File: src/rtl/core/ws2811_spi_bit_encoder_macros.svh
// ----------------------------------------------------------------------------
// WS2811 SPI bit encoder assertion macros
// Concurrent assertion helpers used by the encoder back.
// ----------------------------------------------------------------------------
`ifndef WS2811_SPI_BIT_ENCODER_MACROS_SVH
`define WS2811_SPI_BIT_ENCODER_MACROS_SVH

`ifndef SYNTHESIS

// Same-cycle implication, checked out of reset.
`define WSBE_ASSERT(label, clk, rst_n, ante, cons, msg) \
  label: assert property (@(posedge clk) disable iff (!rst_n) (ante) |-> (cons)) \
    else $error(msg);

// Next-cycle implication, checked out of reset.
`define WSBE_ASSERT_NEXT(label, clk, rst_n, ante, cons, msg) \
  label: assert property (@(posedge clk) disable iff (!rst_n) (ante) |=> (cons)) \
    else $error(msg);

`else

`define WSBE_ASSERT(label, clk, rst_n, ante, cons, msg)
`define WSBE_ASSERT_NEXT(label, clk, rst_n, ante, cons, msg)

`endif

`endif

File: src/rtl/core/wsbe_pkg.sv
// ----------------------------------------------------------------------------
// WS2811 SPI bit encoder package
// Shared constants, types and the nibble-to-symbol encoding function.
// ----------------------------------------------------------------------------
`default_nettype none

package wsbe_pkg;

  // Byte queue between the front and the back.
  localparam int unsigned QDepth = 4;
  localparam int unsigned QPtrW  = $clog2(QDepth);
  localparam int unsigned QCntW  = $clog2(QDepth + 1);

  // Field and register widths.
  localparam int unsigned WordW   = 16;
  localparam int unsigned CountW  = 6;
  localparam int unsigned CfgIdxW = 2;
  localparam int unsigned CfgDatW = 6;

  // Configuration register indexes.
  localparam logic [CfgIdxW-1:0] CfgInvert = 2'd0;
  localparam logic [CfgIdxW-1:0] CfgLatch  = 2'd1;

  // Line symbols and levels.
  localparam logic [3:0]        SymOne     = 4'hC;
  localparam logic [3:0]        SymZero    = 4'h8;
  localparam logic [WordW-1:0]  LowLevel   = 16'h0000;
  localparam logic [CountW-1:0] LatchReset = 6'd11;
  localparam logic [CountW-1:0] LatchMin   = 6'd1;
  localparam logic [CountW-1:0] LatchMax   = 6'd62;

  // One queued byte, already encoded into its two words.
  typedef struct packed {
    logic [WordW-1:0] hi_word;
    logic [WordW-1:0] lo_word;
    logic             last;
  } entry_t;

  // Live configuration.
  typedef struct packed {
    logic              invert;
    logic [CountW-1:0] latch_words;
  } cfg_t;

  // Head of the queue as seen by the back.
  typedef struct packed {
    logic   valid;
    entry_t entry;
  } head_t;

  // Expand a nibble into four symbols, MSB first.
  function automatic logic [WordW-1:0] encode_nibble(input logic [3:0] nib);
    logic [WordW-1:0] word;
    word = '0;
    for (int b = 0; b < 4; b++) begin
      word[WordW-1-4*b -: 4] = nib[3-b] ? SymOne : SymZero;
    end
    return word;
  endfunction

endpackage

`default_nettype wire

File: src/rtl/core/ws2811_spi_bit_encoder.sv
// Path: a pushed byte is encoded into the queue, then its high word is loaded into the
// output register. Throughput: one output word per cycle while the receiver pops or the
// register is empty; two words per byte, plus the latch run after a byte marked last.
// Reset: synchronous, active low; clears the queue count, the sequencer and the output valid bit,
// and sets invert to 0 and latch_words to 11. No clearing pass is needed.
// ----------------------------------------------------------------------------
// WS2811 SPI bit encoder
// Turns LED color bytes into 4-bit-per-bit SPI words with a latch run per frame.
// ----------------------------------------------------------------------------
`default_nettype none

module ws2811_spi_bit_encoder
  import wsbe_pkg::*;
(
  input  wire logic               clk,
  input  wire logic               rst_n,
  input  wire logic               push,
  output logic                    full,
  input  wire logic [7:0]         in_data_byte,
  input  wire logic               in_last_byte,
  output logic                    empty,
  input  wire logic               pop,
  output logic [WordW-1:0]        out_spi_word,
  output logic                    out_end_of_frame,
  input  wire logic               cfg_we,
  input  wire logic [CfgIdxW-1:0] cfg_index,
  input  wire logic [CfgDatW-1:0] cfg_wdata
);

  cfg_t  cfg_r, cfg_nxt;
  head_t head;
  logic  deq;

  // Configuration register writes; unknown indexes are ignored.
  always_comb begin
    cfg_nxt = cfg_r;
    if (cfg_we) begin
      unique case (cfg_index)
        CfgInvert: cfg_nxt.invert      = cfg_wdata[0];
        CfgLatch:  cfg_nxt.latch_words = cfg_wdata[CountW-1:0];
        default:   cfg_nxt = cfg_r;
      endcase
    end
  end

  always_ff @(posedge clk) begin
    if (!rst_n) begin
      cfg_r.invert      <= 1'b0;
      cfg_r.latch_words <= LatchReset;
    end else begin
      cfg_r <= cfg_nxt;
    end
  end

  // Front: accepts and encodes bytes into the queue.
  wsbe_front u_front (
    .clk          (clk),
    .rst_n        (rst_n),
    .push         (push),
    .full         (full),
    .in_data_byte (in_data_byte),
    .in_last_byte (in_last_byte),
    .head         (head),
    .deq          (deq)
  );

  // Back: emits data and latch words.
  wsbe_back u_back (
    .clk              (clk),
    .rst_n            (rst_n),
    .cfg              (cfg_r),
    .head             (head),
    .deq              (deq),
    .empty            (empty),
    .pop              (pop),
    .out_spi_word     (out_spi_word),
    .out_end_of_frame (out_end_of_frame)
  );

endmodule

`default_nettype wire

File: src/rtl/core/wsbe_front.sv
// ----------------------------------------------------------------------------
// WS2811 SPI bit encoder front
// Accepts color bytes, encodes both nibbles and holds them in a short queue.
// ----------------------------------------------------------------------------
`default_nettype none

module wsbe_front
  import wsbe_pkg::*;
(
  input  wire logic       clk,
  input  wire logic       rst_n,
  input  wire logic       push,
  output logic            full,
  input  wire logic [7:0] in_data_byte,
  input  wire logic       in_last_byte,
  output head_t           head,
  input  wire logic       deq
);

  entry_t            entry_r [QDepth];
  logic [QPtrW-1:0]  wr_ptr_r, wr_ptr_nxt;
  logic [QPtrW-1:0]  rd_ptr_r, rd_ptr_nxt;
  logic [QCntW-1:0]  cnt_r, cnt_nxt;
  logic              push_ok;
  entry_t            new_entry;

  // Encode the incoming byte on the way into the queue.
  always_comb begin
    new_entry.hi_word = encode_nibble(in_data_byte[7:4]);
    new_entry.lo_word = encode_nibble(in_data_byte[3:0]);
    new_entry.last    = in_last_byte;
  end

  assign full    = (cnt_r == QCntW'(QDepth));
  assign push_ok = push && !full;

  // Pointer and fill count updates.
  always_comb begin
    wr_ptr_nxt = push_ok ? wr_ptr_r + QPtrW'(1) : wr_ptr_r;
    rd_ptr_nxt = deq ? rd_ptr_r + QPtrW'(1) : rd_ptr_r;
    unique case ({push_ok, deq})
      2'b10:   cnt_nxt = cnt_r + QCntW'(1);
      2'b01:   cnt_nxt = cnt_r - QCntW'(1);
      default: cnt_nxt = cnt_r;
    endcase
  end

  always_ff @(posedge clk) begin
    if (!rst_n) begin
      wr_ptr_r <= '0;
      rd_ptr_r <= '0;
      cnt_r    <= '0;
    end else begin
      wr_ptr_r <= wr_ptr_nxt;
      rd_ptr_r <= rd_ptr_nxt;
      cnt_r    <= cnt_nxt;
    end
  end

  // Queue storage needs no reset.
  always_ff @(posedge clk) begin
    if (push_ok) begin
      entry_r[wr_ptr_r] <= new_entry;
    end
  end

  assign head.valid = (cnt_r != '0);
  assign head.entry = entry_r[rd_ptr_r];

endmodule

`default_nettype wire

File: src/rtl/core/wsbe_back.sv
// ----------------------------------------------------------------------------
// WS2811 SPI bit encoder back
// Sequences data words and latch words into a one-word output register.
// ----------------------------------------------------------------------------
`default_nettype none

`include "ws2811_spi_bit_encoder_macros.svh"

module wsbe_back
  import wsbe_pkg::*;
(
  input  wire logic         clk,
  input  wire logic         rst_n,
  input  wire cfg_t         cfg,
  input  wire head_t        head,
  output logic              deq,
  output logic              empty,
  input  wire logic         pop,
  output logic [WordW-1:0]  out_spi_word,
  output logic              out_end_of_frame
);

  typedef enum logic [1:0] {
    PH_HI,
    PH_LO,
    PH_LATCH
  } phase_t;

  phase_t            phase_r, phase_nxt;
  logic [CountW-1:0] cnt_r, cnt_nxt;
  logic              valid_r, valid_nxt;
  logic [WordW-1:0]  word_r, word_nxt;
  logic              eof_r, eof_nxt;
  logic              out_free;
  logic [WordW-1:0]  inv_mask;
  logic [CountW-1:0] latch_cnt;

  // The output register can load when it is empty or being drained.
  assign out_free = !valid_r || pop;
  assign inv_mask = {WordW{cfg.invert}};

  // Clamp the latch run to its legal range.
  always_comb begin
    priority if (cfg.latch_words < LatchMin) begin
      latch_cnt = LatchMin;
    end else if (cfg.latch_words > LatchMax) begin
      latch_cnt = LatchMax;
    end else begin
      latch_cnt = cfg.latch_words;
    end
  end

  // Word sequencer.
  always_comb begin
    phase_nxt = phase_r;
    cnt_nxt   = cnt_r;
    valid_nxt = valid_r && !pop;
    word_nxt  = word_r;
    eof_nxt   = eof_r;
    deq       = 1'b0;
    if (out_free) begin
      unique case (phase_r)
        PH_HI: begin
          if (head.valid) begin
            valid_nxt = 1'b1;
            word_nxt  = head.entry.hi_word ^ inv_mask;
            eof_nxt   = 1'b0;
            phase_nxt = PH_LO;
          end
        end
        PH_LO: begin
          valid_nxt = 1'b1;
          word_nxt  = head.entry.lo_word ^ inv_mask;
          eof_nxt   = 1'b0;
          deq       = 1'b1;
          if (head.entry.last) begin
            phase_nxt = PH_LATCH;
            cnt_nxt   = latch_cnt;
          end else begin
            phase_nxt = PH_HI;
          end
        end
        PH_LATCH: begin
          valid_nxt = 1'b1;
          word_nxt  = LowLevel ^ inv_mask;
          eof_nxt   = (cnt_r == CountW'(1));
          cnt_nxt   = cnt_r - CountW'(1);
          if (cnt_r == CountW'(1)) begin
            phase_nxt = PH_HI;
          end
        end
        default: begin
          phase_nxt = PH_HI;
        end
      endcase
    end
  end

  always_ff @(posedge clk) begin
    if (!rst_n) begin
      phase_r <= PH_HI;
      cnt_r   <= '0;
      valid_r <= 1'b0;
    end else begin
      phase_r <= phase_nxt;
      cnt_r   <= cnt_nxt;
      valid_r <= valid_nxt;
    end
    word_r <= word_nxt;
    eof_r  <= eof_nxt;
  end

  assign empty            = !valid_r;
  assign out_spi_word     = word_r;
  assign out_end_of_frame = eof_r;

  // A flagged word is always the latch level.
  `WSBE_ASSERT(a_eof_is_low, clk, rst_n, valid_r && eof_r, word_r == (LowLevel ^ inv_mask), "end-of-frame word is not the latch level")
  // The latch run never sits at a zero count.
  `WSBE_ASSERT(a_latch_cnt, clk, rst_n, phase_r == PH_LATCH, cnt_r != '0, "latch phase with zero count")
  // A byte leaves the queue only when one is there.
  `WSBE_ASSERT(a_deq_valid, clk, rst_n, deq, head.valid, "dequeue from an empty queue")
  // After the low word of a plain byte the sequencer returns to the high word.
  `WSBE_ASSERT_NEXT(a_lo_next, clk, rst_n, deq && !head.entry.last, phase_r == PH_HI, "sequencer did not return to the high word")

endmodule

`default_nettype wire

File: config.mk
export PLATFORM = sky130hd
export DESIGN_NAME = ws2811_spi_bit_encoder
export DESIGN_NICKNAME = d
export VERILOG_FILES = /design/src/rtl/core/wsbe_pkg.sv /design/src/rtl/core/ws2811_spi_bit_encoder.sv /design/src/rtl/core/wsbe_front.sv /design/src/rtl/core/wsbe_back.sv
export VERILOG_INCLUDE_DIRS = /design/src /design/src/rtl/core
export SDC_FILE = /design/constraint.sdc
export NUM_CORES = 1
export LEC_CHECK = 0
export BUFFER_PORTS_ARGS = -buffer_cell sky130_fd_sc_hd__buf_2
export CELL_PAD_IN_SITES_DETAIL_PLACEMENT = 1
export CELL_PAD_IN_SITES_GLOBAL_PLACEMENT = 1
export CORE_ASPECT_RATIO = 0.9
export CORE_MARGIN = 2
export CORE_UTILIZATION = 48
export DETAILED_ROUTE_END_ITERATION = 12
export GPL_ROUTABILITY_DRIVEN = 0
export HOLD_SLACK_MARGIN = 0.05
export PLACE_DENSITY_LB_ADDON = 0.12
export REMOVE_ABC_BUFFERS = 1
export SYNTH_ARGS = -nofsm -noshare
export SYNTH_HDL_FRONTEND = slang
export SYNTH_HIERARCHICAL = 1
export SYNTH_SLANG_ARGS = --single-unit
export TNS_END_PERCENT = 50
File: constraint.sdc
create_clock -name clk -period 2.7 [get_ports clk]
set_clock_uncertainty 0.05 [all_clocks]
set_input_delay 0.405 -clock clk [delete_from_list [all_inputs] [get_ports clk]]
set_output_delay 0.405 -clock clk [all_outputs]
set_load 0.005 [all_outputs]
# [Yosys cells after proc, flatten, opt, wreduce, memory -nomap -nowiden]
# Memory sizes are Yosys's and may differ from the RTL's. A register that Yosys moved wholly into a read port is not among the register bits.
# Cells that the tools add are included.
[classes] n_eq_ne=10 add_sub_neg=5 n_mux=30 order_cmp=2 bitwise_logic=2 reduce_logical=18
[op_table] cell="16-bit case mux with 3 select lines" count=1
[op_table] cell="16-bit bitwise XOR" count=2
[op_table] cell="3-bit two-way mux" count=8
[op_table] cell="6-bit two-way mux" count=3
[op_table] cell="16-bit two-way mux" count=1
[op_table] cell="6-bit case mux with 2 select lines" count=1
[op_table] cell="2-bit two-way mux" count=5
[op_table] cell="3-bit AND reduction" count=3
[op_table] cell="1-bit two-way mux" count=7
[op_table] cell="2-bit by 1-bit == test with 1-bit output (second input constant)" count=3
[op_table] cell="6-bit by 1-bit == test with 1-bit output (second input constant)" count=1
[op_table] cell="6-bit greater-than comparator (second input constant)" count=1
[op_table] cell="6-bit by 1-bit < comparator with 1-bit output (second input constant)" count=1
[op_table] cell="2-bit case mux with 3 select lines" count=1
[op_table] cell="3-bit case mux with 2 select lines" count=1
[op_table] cell="3-bit nonzero test" count=2
[op_table] cell="6-bit by 1-bit subtractor with 6-bit output (second input constant)" count=1
[op_table] cell="2-bit by 1-bit adder with 2-bit output (second input constant)" count=2
[op_table] cell="2-bit == test (second input constant)" count=2
[op_table] cell="2-bit logical NOT" count=2
[op_table] cell="2-bit inequality test (second input constant)" count=2
[op_table] cell="2-bit AND reduction" count=2
[op_table] cell="2-bit nonzero test" count=2
[op_table] cell="3-bit by 1-bit adder with 3-bit output (second input constant)" count=1
[op_table] cell="9 further kinds" count=12
[totals] inputBits=22 out_inout_bits=19 n_memories=1 regBits=40 ramBits=100 word_cells=78
[memory_table] memory="u_front.entry_r" words=4 width=25 read_ports=1 rd_clocked_by_memory_dff=1 write_ports=1 line="wsbe_front.sv:20" source="entry_t entry_r [QDepth];"

# [Logic depth before layout (Yosys ltp)]
# Gate-level depths: netlist of run 1.
[logic_depth] ltp_word=5 mapped_depth=11 depth_no_buf=9

# [Modules after synthesis]
# The synthesis of run 1 kept the hierarchy.
[modules_own_cells] mod="wsbe_front" instances=1 area_per_inst_um2=1976.9 seq_area_each_um2=1261.2 cells_each=124
[modules_own_cells] mod="wsbe_back" instances=1 area_per_inst_um2=1546.5 seq_area_each_um2=690.7 cells_each=152
[modules_own_cells] mod="ws2811_spi_bit_encoder" instances=1 area_per_inst_um2=302.8 seq_area_each_um2=140.1 cells_each=32

# [Worst setup path after synthesis of run 1]
# Ideal clock, no wire load.
[synth_timing] path_type="reg-to-reg" from="reg u_back.phase_r[1]" to="reg u_front.cnt_r[2]" required_ns=2.580 setup_ns=0.070 arrival_time_ns=2.223 path_buffers=2 path_stages_with_launch=12 period_less_slack_ns=2.343 path_slack_ns=0.357 path_cell_list="dfxtp_1 inv_1 ha_1 buf_6 buf_4 and2_1 ha_1 inv_1 fa_1 xor2_1 or3_1 a21boi_1"
[synth_between] elab_chain_cells=5 elab_cells_between_ends=7 classes_between="eq/ne: 3; mux: 3; reduce/logical: 1"
[synth_rtl] element="start, declared" line="wsbe_back.sv:29" source="phase_t phase_r, phase_nxt;"
[synth_rtl] element="start signal, assigned" line="wsbe_back.sv:105" source="phase_r <= phase_nxt;"
[synth_rtl] element="2-bit by 1-bit == test with 1-bit output *" line="wsbe_back.sv:62" source="unique case (phase_r)"
[synth_rtl] element="1-bit two-way mux *" line="wsbe_back.sv:62"
[synth_rtl] element="1-bit two-way mux *" line="wsbe_back.sv:61" source="if (out_free) begin"
[synth_rtl] element="net deq" line="ws2811_spi_bit_encoder.sv:32" source="logic deq;"
[synth_rtl] element="2-bit by 1-bit == test with 1-bit output / 2-bit == test (equally long branches)" line="wsbe_front.sv:41" source="unique case ({push_ok, deq})"
[synth_rtl] element="3-bit case mux with 2 select lines / 2-bit nonzero test (equally long branches)"
[synth_rtl] element="end signal, assigned" line="wsbe_front.sv:56" source="cnt_r <= cnt_nxt;"
[synth_rtl] element="end, declared" line="wsbe_front.sv:23" source="logic [QCntW-1:0] cnt_r, cnt_nxt;"
# The timed path passes the listed nets; every way through them passes the cells marked *.
# A chain may end at the register's enable or synchronous reset.

# [Worst setup path after layout of run 1]
[layout_timing] from="reg u_front.cnt_r[2]" to="reg u_front.cnt_r[2]"
[layout_between] elab_chain_cells=5 elab_cells_between_ends=9 classes_between="add/sub: 2; eq/ne: 3; mux: 1; reduce/logical: 3"
[layout_rtl] element="3-bit == test" line="wsbe_front.sv:34" source="assign full = (cnt_r == QCntW'(QDepth));"
[layout_rtl] element="1-bit logical NOT" line="wsbe_front.sv:35" source="assign push_ok = push && !full;"
[layout_rtl] element="1-bit logical AND" line="wsbe_front.sv:35"
[layout_rtl] element="2-bit by 1-bit == test with 1-bit output / 2-bit == test (equally long branches)" line="wsbe_front.sv:41"
[layout_rtl] element="3-bit case mux with 2 select lines / 2-bit nonzero test (equally long branches)"
# Parallel ways exist; a longest one is shown, timed or not.

==> results by group, run 1 <==
GRT
  – Vias in the first global route: approximately 2300
  – Global-route wire length before repair: roughly 11000 um
  – Antenna violations before repair: 0
  – GRT Total Usage: 0.173
  – Largest net degree at the start of global routing: 34
  – Grt ovf: 0

Power and ir drop
  – Logic gate share of total power: 0.322
  – Leakage Power: about 1.7 nW
  – P_sw: between 1 and 1.5 mW
  – Power Density: between 900 and 1000 mW/mm^2
  – Switching Fraction: 0.325
  – Pint: 2.65 mW
  – Share of total power in sequential cells: 0.452
  – Pwr Total: 3.92 mW
  – VDD IR-drop max: 0.430 mV
  – Clock network power share: 0.226

Logic synthesis
  – Distinct cells, synth: 48
  – Seq/Total Area, Yosys: 0.547
  – Top cells by count, synth: 53 x edfxtp_1, 25 x buf_4, 25 x dfxtp_1, 24 x mux2i_1, 23 x nand2_1
  – Synth area leaders: edfxtp_1 42%, dfxtp_1 13%, mux2i_1 6.3%, mux4_2 5.3%, buf_4 4.9%
  – Warnings, synthesis: 6
  – Top cell type's share of synthesized area: 0.416
  – Combinational family with the most area after synthesis: multiplexers
  – Gate Count Post-Synth: a little over 300
  – Synth Area in Simple Gates: 0.105
  – Number of flops mapped to enable cells by yosys: 53
  – Mux share of post-synthesis cell area: 0.123
  – Netlist area before placement: between 0.003 and 0.004 mm^2
  – Avg Inst Size Synth: 12.4 um^2
  – Post-synth ARST share: 0
  – Top FF cell, synth: edfxtp_1
  – Top-count cell post-synth: edfxtp_1
  – Post-synth top area cell: edfxtp_1
  – Post-Synth Adder-Cell Area: 0.0412
  – Post-synthesis compound-gate area fraction: 0.0494
  – Post-Synth XOR/XNOR Area: 0.0458
  – Yosys reg bits: 78

Clock tree
  – Htree depth: 3
  – Clock transition at path regs: roughly 0.090 ns
  – Clock Latency Late Sink: roughly 0.35 ns
  – PostCTS Resize Cnt: 0
  – Clock sinks: a little under 80
  – Total CTS buffers: 9
  – Clock buffer depth: 2
  – CTS root buffer: clkbuf_8
  – CTS Hold Bufs: 0
  – CTS tree: built
  – Post-CTS Setup Inserts: 0

Routing
  – Routed wire length: 6900 um
  – Wirelength per Cell: approximately 15 um
  – Vias per cell: roughly 5.0
  – Vias: about 2300
  – Initial DRC count: 66
  – DRC: 0
  – DR pass1 iterations: 4
  – Routed Antenna Nets: 0

Setup path
  – Worst setup path start: u_front/cnt_r[2]$_SDFFE_PN0P_
  – Critical path class: register to register
  – Slowest cell on the critical path: dfxtp_1
  – CP Capture Type: register
  – CP Cell Sequence: nor3b_2, nor2b_1, inv_1, ha_1, inv_1, fa_1, xor2_1, or3_1, a21boi_1
  – Worst Path Arrival: between 2 and 2.5 ns
  – Crit path top cell by count: inv_1
  – WP buf/inv: 2
  – R2r startpoint: u_front/cnt_r[2]$_SDFFE_PN0P_
  – Critical path startpoint category: register
  – Max FO, Critical Path: 7
  – CP top delay family: simple AND/OR/NAND/NOR gates
  – Worst EP required: 2.93 ns
  – Slowest stage delay, CP: between 0.3 and 0.4 ns

Place
  – Post-DP HPWL: between 4000 and 5000 um
  – Post-Place Cell Area: approximately 0.0040 mm^2
  – IO buf count: 40
  – Dpl ws: 0.418 ns

STA
  – Total Neg Setup Slack: 0 ns
  – Relative slew margins: 0.614
  – Hold Slack: roughly 0.21 ns
  – Final hold violations: 0
  – Final setup violation count: 0
  – Post-route setup slack: 0.587 ns
  – Fmax: 473 MHz
  – Fin. max-slew vios: 0
  – Unrepaired setup endpoints after global routing: false
  – Worst-Margin Slew: just under 0.6 ns
  – Fin crit share: 0.783
  – Post-layout min period: between 2 and 2.5 ns

Die
  – Die Wd: 98.1 um
  – Initial Util: 0.502
  – DIE AREA: approximately 0.0087 mm^2
  – Rows: 30
  – Die Span Y: 88.7 um
  – # IOs: just over 40
  – Core area: 0.00762 mm^2

Hold path
  – Min-Delay Path Class: input pin to register
  – Hold path start: in_data_byte[6]

Final layout
  – Area added between synthesis and finish: 9.68%
  – Layout cells sized above 1: 0.227
  – Final net count: ~380
  – Final instance area: around 0.0042 mm^2
  – Antenna diode count: 0

Outcome
  – Outcome: completed

Job
  – Max-Cap Viols: 0
-- area by class of cell --
cell class	count	area (um^2)
tap	96	120
timing repair buffer	45	238
clock inverter	7	78.8
multi-input combinational	198	1480
fill	802	3420
inverter	16	60.1
clock buffer	9	124
sequential	78	2090
-- registers in the layout, indices dropped and copies added (netlist names), named ones only --
register / count
u_front/entry_r: 36
u_back/out_spi_word: 16
cfg_r: 7
u_back/cnt_r: 6
u_front/cnt_r: 3
u_back/phase_r: 2
u_front/rd_ptr_r: 2
u_front/wr_ptr_r: 2
u_back/out_end_of_frame: 1
u_back/valid_r: 1
-- routing by layer --
layer,up-vias,GRT usage,wire (um)
li1,1106,-,-
met1,1099,0.204,3100
met2,49,0.314,3470
met3,10,0.0450,246
met4,0,0.0568,85
met5,-,0,0
-- per-stage QoR --
stage,instances,utilization
after floorplan,292,-
after global placement,433,0.524
after detailed placement,433,0.524
after CTS,449,0.551
after global routing,449,0.551
final,449,0.551
-- layout by cell type, fill, tap and decap left out, drive strengths merged, types with 2 or more instances in the layout --
| cell type | Yosys | layout |
|---|---|---|
| nor2 | 22 | 22 |
| conb | 2 | 24 |
| nor3b | 2 | 2 |
| a21oi | 4 | 4 |
| mux2i | 24 | 24 |
| mux4 | 9 | 9 |
| and2 | 13 | 13 |
| inv | 16 | 19 |
| nand2b | 2 | 2 |
| edfxtp | 53 | 53 |
| nand2 | 24 | 24 |
| clkinvlp | 0 | 3 |
| mux2 | 2 | 2 |
| nor2b | 2 | 2 |
| nand3 | 3 | 3 |
| o21a | 2 | 2 |
| nand4 | 3 | 3 |
| ha | 11 | 11 |
| or3 | 2 | 2 |
| o21ai | 8 | 8 |
| xor2 | 18 | 18 |
| nand4b | 3 | 3 |
| dfxtp | 25 | 25 |
| a21boi | 4 | 4 |
| buf | 35 | 45 |
| clkbuf | 3 | 9 |
| xnor2 | 2 | 2 |
| o211ai | 4 | 4 |
-- worst paths after layout --
check,depth (start not counted),slack [ns],end
worst max register to register,9,0.59,u_front/cnt_r[2]$_SDFFE_PN0P_
worst min-delay path,1,0.21,u_front/entry_r[0][21]$_DFFE_PP_
worst min register to register,2,0.42,cfg_r[6]$_SDFFE_PN0P_
worst max-delay path,9,0.59,u_front/cnt_r[2]$_SDFFE_PN0P_
-- cells by family after synthesis --
| family | after synthesis |
|---|---|
| adders and majority gates | 12 |
| and+or+nand+nor | 79 |
| DFF | 78 |
| other | 2 |
| muxes | 35 |
| xor gates and xnor gates | 20 |
| AOI/OAI and AO/OA | 28 |
| buffers and inverters | 54 |
-- power by group through the flow --
stage / Combinational, mW / Sequential (mW) / Clock [mW]
floorplan: 0.826 / 1.81 / 0
global placement: 1.25 / 1.79 / 0
detailed placement: 1.28 / 1.81 / 0
CTS: 1.29 / 1.78 / 0.911
global route: 1.42 / 1.81 / 0.959
finish: 1.26 / 1.77 / 0.886
Note: power is estimated with default switching activity, not from simulation.
==> run 2: changes to the inputs <==
==> constraint.sdc (replaced) <==
create_clock -name clk -period 1.96 [get_ports clk]
set_clock_uncertainty 0.05 [all_clocks]
set_input_delay 0.294 -clock clk [delete_from_list [all_inputs] [get_ports clk]]
set_output_delay 0.294 -clock clk [all_outputs]
set_load 0.005 [all_outputs]
==> run 2 against run 1 <==
  * Maximum frequency up 9.6%
  * Critical path type unchanged
  * Via count is 1.8% higher
  * Core utilization grew 1.7 points
  * Total power increased by 45%
  * Setup slack worse by 0.56 ns
  * Wire length increased by 5.4%
==> results by group, run 2 (synthesis results as in run 1) <==
Die
  – Rows: 30 (unchanged)
  – Die Span Y: 88.7 um (unchanged)
  – Core area: 0.00762 mm^2 (unchanged)
  – Die Wd: 98.1 um (unchanged)
  – DIE AREA: 0.00870 mm^2 (unchanged)
  – Initial Util: 0.502 (unchanged)
  – # IOs: 41 (unchanged)

Final layout
  – Largest Register: u_front/entry_r (unchanged)
  – FF+latch area: 0.00210 mm^2 (was 0.00209 mm^2)
  – Multi-input logic area: 0.00149 mm^2 (was 0.00148 mm^2)
  – Commonest cells after routing, fill and taps aside: 53 x edfxtp_1, 40 x buf_2, 24 x mux2i_1, 24 x conb_1, 23 x nand2_1 (was 53 x edfxtp_1, 40 x buf_2, 25 x dfxtp_1)
  – Max reg flops: 36 (unchanged)
  – Antenna diode count: 0 (unchanged)
  – Area added between synthesis and finish: 13.0% (was 9.68%)
  – Commonest non-fill, non-tap cell in the layout: edfxtp_1 (unchanged)
  – Final net count: 394 (was 382)
  – Fill cells: 800 (was 802)
  – Layout cells sized above 1: 0.271 (was 0.227)

Setup path
  – Critical path class: register to register (unchanged)
  – Crit path top cell by count: ha_2 (was inv_1)
  – Worst EP required: 2.19 ns (was 2.93 ns)
  – CP Capture Type: register (unchanged)
  – Slowest stage delay, CP: 0.33 ns (was 0.37 ns)
  – Critical path startpoint category: register (unchanged)
  – Slowest cell on the critical path: fa_2 (was dfxtp_1)
  – Max FO, Critical Path: 2 (was 7)
  – Worst Path Arrival: 2.16 ns (was 2.34 ns)
  – CP Cell Sequence: inv_2, ha_2, and2_4, ha_2, inv_1, fa_2, xor2_1, or3_1, a21boi_1 (was nor3b_2, nor2b_1, inv_1, ha_1, inv_1, fa_1, xor2_1, or3_1, a21boi_1)

Power and ir drop
  – Power Density: 1310 mW/mm^2 (was 935 mW/mm^2)
  – Pwr Total: 5.68 mW (was 3.92 mW)
  – Leakage Power: 1.75 nW (was 1.68 nW)
  – VDD IR-drop max: 0.582 mV (was 0.430 mV)

Outcome
  – Outcome: completed (unchanged)

GRT
  – Largest net degree at the start of global routing: 34 (unchanged)
  – Vias in the first global route: 2459 (was 2316)
  – Grt met1 use: 0.207 (was 0.204)
  – Antenna violations before repair: 0 (unchanged)
  – Met2 Track Usage GR: 0.326 (was 0.314)
  – Global-route wire length before repair: 11800 um (was 11500 um)
  – GRT Total Usage: 0.179 (was 0.173)
  – GRT met3 Usage: 0.0545 (was 0.0450)
  – Global routing's busiest layer: met2 (unchanged)
  – Grt ovf: 0 (unchanged)

STA
  – Relative slew margins: 0.615 (was 0.614)
  – Final hold violations: 0 (unchanged)
  – Worst-Margin Slew: 0.578 ns (was 0.580 ns)
  – Final setup violation count: 0 (unchanged)
  – Fin crit share: 0.984 (was 0.783)
  – Post-layout min period: 1.93 ns (was 2.11 ns)
  – Total Neg Setup Slack: 0 ns (unchanged)
  – Fmax: 519 MHz (was 473 MHz)
  – Fin. max-slew vios: 0 (unchanged)
  – Post-route setup slack: 0.0315 ns (was 0.587 ns)
  – Unrepaired setup endpoints after global routing: true (was false)

Place
  – Dpl ws: -0.0468 ns (was 0.418 ns)
  – Post-DP HPWL: 5160 um (was 4940 um)
  – IO buf count: 40 (unchanged)

Clock tree
  – CTS root buffer: clkbuf_8 (unchanged)
  – CTS tree: built (unchanged)
  – Total CTS buffers: 9 (unchanged)
  – CTS Hold Bufs: 0 (unchanged)
  – Clock buffer depth: 2 (unchanged)
  – Clock transition at path regs: 0.08 ns (was 0.09 ns)
  – Clock Latency Late Sink: 0.35 ns (about the same)
  – Htree depth: 3 (unchanged)
  – Clock sinks: 78 (unchanged)

Routing
  – Initial DRC count: 73 (was 66)
  – DRC: 0 (unchanged)
  – DR pass1 iterations: 4 (unchanged)
  – Vias per cell: 5.00 (was 5.04)
  – Routed wire length: 7270 um (was 6900 um)
  – Routed Antenna Nets: 0 (unchanged)
  – Wirelength per Cell: 15.8 um (was 15.4 um)
  – Vias: 2304 (was 2264)

Hold path
  – Min-Delay Path Class: input pin to register (unchanged)

Job
  – Max-Cap Viols: 0 (unchanged)
==> run 2: changes by cell type in the layout (fill, tap and decap cells not counted), moves of 2 or more <==
cell and delta:
buf_4 +11, dfxtp_1 -3, dfxtp_2 +3, clkinv_4 +2, clkinvlp_4 -2, ha_1 -2
ha_2 +2, inv_6 -2
==> run 2: repair_timing <==
action | CTS | global route
setup buffers | 1 | 0
setup endpoints to repair | 1 | 3
pin swaps | 2 | 0
gates resized for setup | 8 | 1
==> run 2: area by class of cell <==
cell class	count	area share
sequential	78	0.485
multi-input combinational	198	0.346
timing repair buffer	57	0.0767
clock buffer	9	0.0287
tap	96	0.0278
clock inverter	7	0.0226
inverter	16	0.0139
==> run 2: report_power, final <==
| part | leakage, nW | internal (mW) | switching (mW) |
|---|---|---|---|
| Combinational | 0.944 | 0.901 | 1.02 |
| Clock | 0.107 | 0.721 | 0.609 |
| Sequential | 0.702 | 2.27 | 0.161 |
| Total | 1.75 | 3.89 | 1.79 |
==> run 2: critical path, delay by kind of cell, from the launching register on <==
| kind | cells | cell delay, ns |
|---|---|---|
| fa+ha+maj | 3 | 0.66 |
| simple gates | 2 | 0.44 |
| flops | 1 | 0.32 |
| xor+xnor | 1 | 0.15 |
| compound gates | 1 | 0.12 |
| buf+inv | 2 | 0.11 |
==> run 2: stage by stage <==
stage / utilization / std cells / cell area (um^2) / hold slack [ns]
floorplan: - / 292 / 3640 / 0.333
finish: 0.567 / 461 / 4320 / 0.102
global placement: 0.535 / 444 / 4080 / 0.407
detailed placement: 0.535 / 444 / 4080 / 0.419
global route: 0.567 / 461 / 4320 / 0.0776
CTS: 0.567 / 461 / 4320 / 0.0835
==> run 2: layer usage <==
layer  routed length, um  vias up
met5                   0        -
met4                  79        0
met3                 305        7
met2                3700       48
met1                3190     1120
li1                    -     1129
==> run 2: final timing paths <==
kind	start	end	slack, ns	depth (start not counted)
max	u_back/phase_r[1]$_SDFFE_PN0P_	u_front/cnt_r[2]$_SDFFE_PN0P_	0.03	9
min reg2reg	u_back/cnt_r[1]$_SDFFE_PN0P_	u_back/cnt_r[1]$_SDFFE_PN0P_	0.44	2
max reg2reg	u_back/phase_r[1]$_SDFFE_PN0P_	u_front/cnt_r[2]$_SDFFE_PN0P_	0.03	9
min	in_data_byte[5]	u_front/entry_r[3][18]$_DFFE_PP_	0.10	1
==> run 3: changes to the inputs <==
--- a/config.mk
+++ b/config.mk
@@ -14,6 +14,7 @@
 export CORE_UTILIZATION = 48
 export DETAILED_ROUTE_END_ITERATION = 12
 export GPL_ROUTABILITY_DRIVEN = 0
+export GPL_TIMING_DRIVEN = 0
 export HOLD_SLACK_MARGIN = 0.05
 export PLACE_DENSITY_LB_ADDON = 0.12
 export REMOVE_ABC_BUFFERS = 1
==> run 3 against run 2 <==
  * Core utilization rose by 0.62 points
  * Via count fell by 1.0%
  * Flip-flop and latch count did not move
  * First-iteration DRC count fell by 41%
  * Register-to-register slack got worse by 0.03 ns
  * Die area did not move
  * Worst hold slack improved by 0.015 ns
  * Combinational power barely moved
  * Count of clock-buffer cells in the layout did not move
  * Final area rose by 1.1%
  * Non-clock buffer count fell by 6
==> results by group, run 3 (synthesis results as in run 1) <==
STA
  – Worst-Margin Slew: 0.944 ns (was 0.578 ns)
  – Fin. max-slew vios: 0 (unchanged)
  – Fmax: 511 MHz (was 519 MHz)
  – Hold Slack: 0.117 ns (was 0.102 ns)
  – Unrepaired setup endpoints after global routing: true (unchanged)
  – Post-layout min period: 1.96 ns (was 1.93 ns)
  – Relative slew margins: 0.370 (was 0.615)
  – Final hold violations: 0 (unchanged)
  – Final setup violation count: 0 (unchanged)
  – Fin crit share: 0.999 (was 0.984)

GRT
  – Grt ovf: 0 (unchanged)
  – Global-route wire length before repair: 11600 um (was 11800 um)
  – Vias in the first global route: 2434 (was 2459)
  – Antenna violations before repair: 0 (unchanged)
  – GRT Total Usage: 0.173 (was 0.179)
  – Largest net degree at the start of global routing: 34 (unchanged)

Clock tree
  – Clock Latency Late Sink: 0.34 ns (was 0.35 ns)
  – Clock buffer depth: 2 (unchanged)
  – CTS tree: built (unchanged)
  – Clock sinks: 78 (unchanged)
  – Clock transition at path regs: 0.08 ns (about the same)
  – Total CTS buffers: 9 (unchanged)
  – CTS root buffer: clkbuf_8 (unchanged)
  – Htree depth: 3 (unchanged)

Final layout
  – Largest Register: u_front/entry_r (unchanged)
  – Final net count: 388 (was 394)
  – Layout cells sized above 1: 0.287 (was 0.271)
  – Post-layout utilization of the core: 0.574 (was 0.567)
  – Antenna diode count: 0 (unchanged)
  – Max reg flops: 36 (unchanged)
  – Commonest cells after routing, fill and taps aside: 53 x edfxtp_1, 40 x buf_2, 24 x mux2i_1, 24 x conb_1, 23 x nand2_1 (unchanged)
  – Area added between synthesis and finish: 14.2% (was 13.0%)
  – Commonest non-fill, non-tap cell in the layout: edfxtp_1 (unchanged)

Die
  – DIE AREA: 0.00870 mm^2 (unchanged)
  – # IOs: 41 (unchanged)
  – Core area: 0.00762 mm^2 (unchanged)
  – Initial Util: 0.502 (unchanged)
  – Rows: 30 (unchanged)
  – Die Span Y: 88.7 um (unchanged)
  – Die Wd: 98.1 um (unchanged)

Setup path
  – Max FO, Critical Path: 4 (was 2)
  – Register-to-Register Path Depth: 9 (unchanged)
  – CP Capture Type: register (unchanged)
  – Critical path startpoint category: register (unchanged)
  – Worst Path Arrival: 2.18 ns (was 2.16 ns)
  – Worst EP required: 2.18 ns (was 2.19 ns)
  – Critical path class: register to register (unchanged)

Routing
  – Initial DRC count: 43 (was 73)
  – DR pass1 iterations: 4 (unchanged)
  – Wirelength per Cell: 15.4 um (was 15.8 um)
  – Vias per cell: 5.01 (was 5.00)
  – Vias: 2280 (was 2304)
  – Routed Antenna Nets: 0 (unchanged)
  – Routed wire length: 7000 um (was 7270 um)
  – DRC: 0 (unchanged)

Power and ir drop
  – Power Density: 1340 mW/mm^2 (was 1310 mW/mm^2)
  – VDD IR-drop max: 0.588 mV (was 0.582 mV)
  – Leakage Power: 1.74 nW (was 1.75 nW)

Outcome
  – Outcome: completed (unchanged)

Place
  – IO buf count: 40 (unchanged)
  – Post-DP HPWL: 4780 um (was 5160 um)

Hold path
  – Min-Delay Path Class: input pin to register (unchanged)
  – Hold Path Stages: 1 (unchanged)

Job
  – Max-Cap Viols: 0 (unchanged)
-- run 3: cell count changes in the layout (fill, tap and decap cells not counted), moves of 2 or more --
cell      change
clkinv_4      -2
inv_1         -2
ha_4          +3
ha_2          -2
dfxtp_1       -3
dfxtp_4       +4
buf_4         -5
-- run 3: repair_timing --
item	CTS	global route
resized for setup	20	8
hold buffers	0	0
pin swaps	3	2
buffers inserted	5	4
setup endpoints to repair	31	14
-- run 3: metrics by stage --
stage,cells,setup slack (ns),power [mW],instance area [um^2],TNS (ns)
6_report,455,0.00215,5.85,4370,0
5_1_grt,455,-0.0940,6.24,4370,-0.174
4_1_cts,451,-0.0107,5.82,4310,-0.0159
3_5_place_dp,430,-1.10,4.26,3970,-7.98
3_3_place_gp,428,-1.01,4.13,3960,-13.42
2_1_floorplan,292,-0.682,3.64,3640,-1.44
-- run 3: critical path: stages (launching register included) --
cell and delay [ns]:
dfxtp_4 0.37, nor3b_4 0.24, nor2b_4 0.07, inv_2 0.07
ha_4 0.13, inv_2 0.04, fa_2 0.34, xor2_2 0.15
or3_1 0.31, a21boi_1 0.12
-- run 3: final timing paths --
check | slack, ns | from | endpoint
hold reg to reg | 0.42 | u_back/cnt_r[1]$_SDFFE_PN0P_ | u_back/cnt_r[1]$_SDFFE_PN0P_
setup / recovery | 0.002 | u_front/cnt_r[1]$_SDFFE_PN0P_ | u_front/cnt_r[2]$_SDFFE_PN0P_
setup reg to reg | 0.002 | u_front/cnt_r[1]$_SDFFE_PN0P_ | u_front/cnt_r[2]$_SDFFE_PN0P_
hold / removal | 0.12 | in_data_byte[6] | u_front/entry_r[0][21]$_DFFE_PP_
-- run 3: metal layers --
metal,share of wire,track usage
met1,0.44,0.200
met2,0.51,0.321
met3,0.037,0.0411
met4,0.0081,0.0606
met5,0,0
-- run 3: layout make-up --
class                   instances  area (um^2)
clock inverters                 7          119
multi-input cells             198         1550
well taps                      96          120
clock buffers                   9          124
fillers                       804         3250
flip-flops and latches         78         2110
repair buffers                 51          283
inverters                      16         62.6
-- run 3: where the power goes --
part           internal (mW)  switching, mW
Combinational          0.921          0.981
Sequential              2.28          0.220
Clock                  0.851          0.598
Total                   4.06           1.80
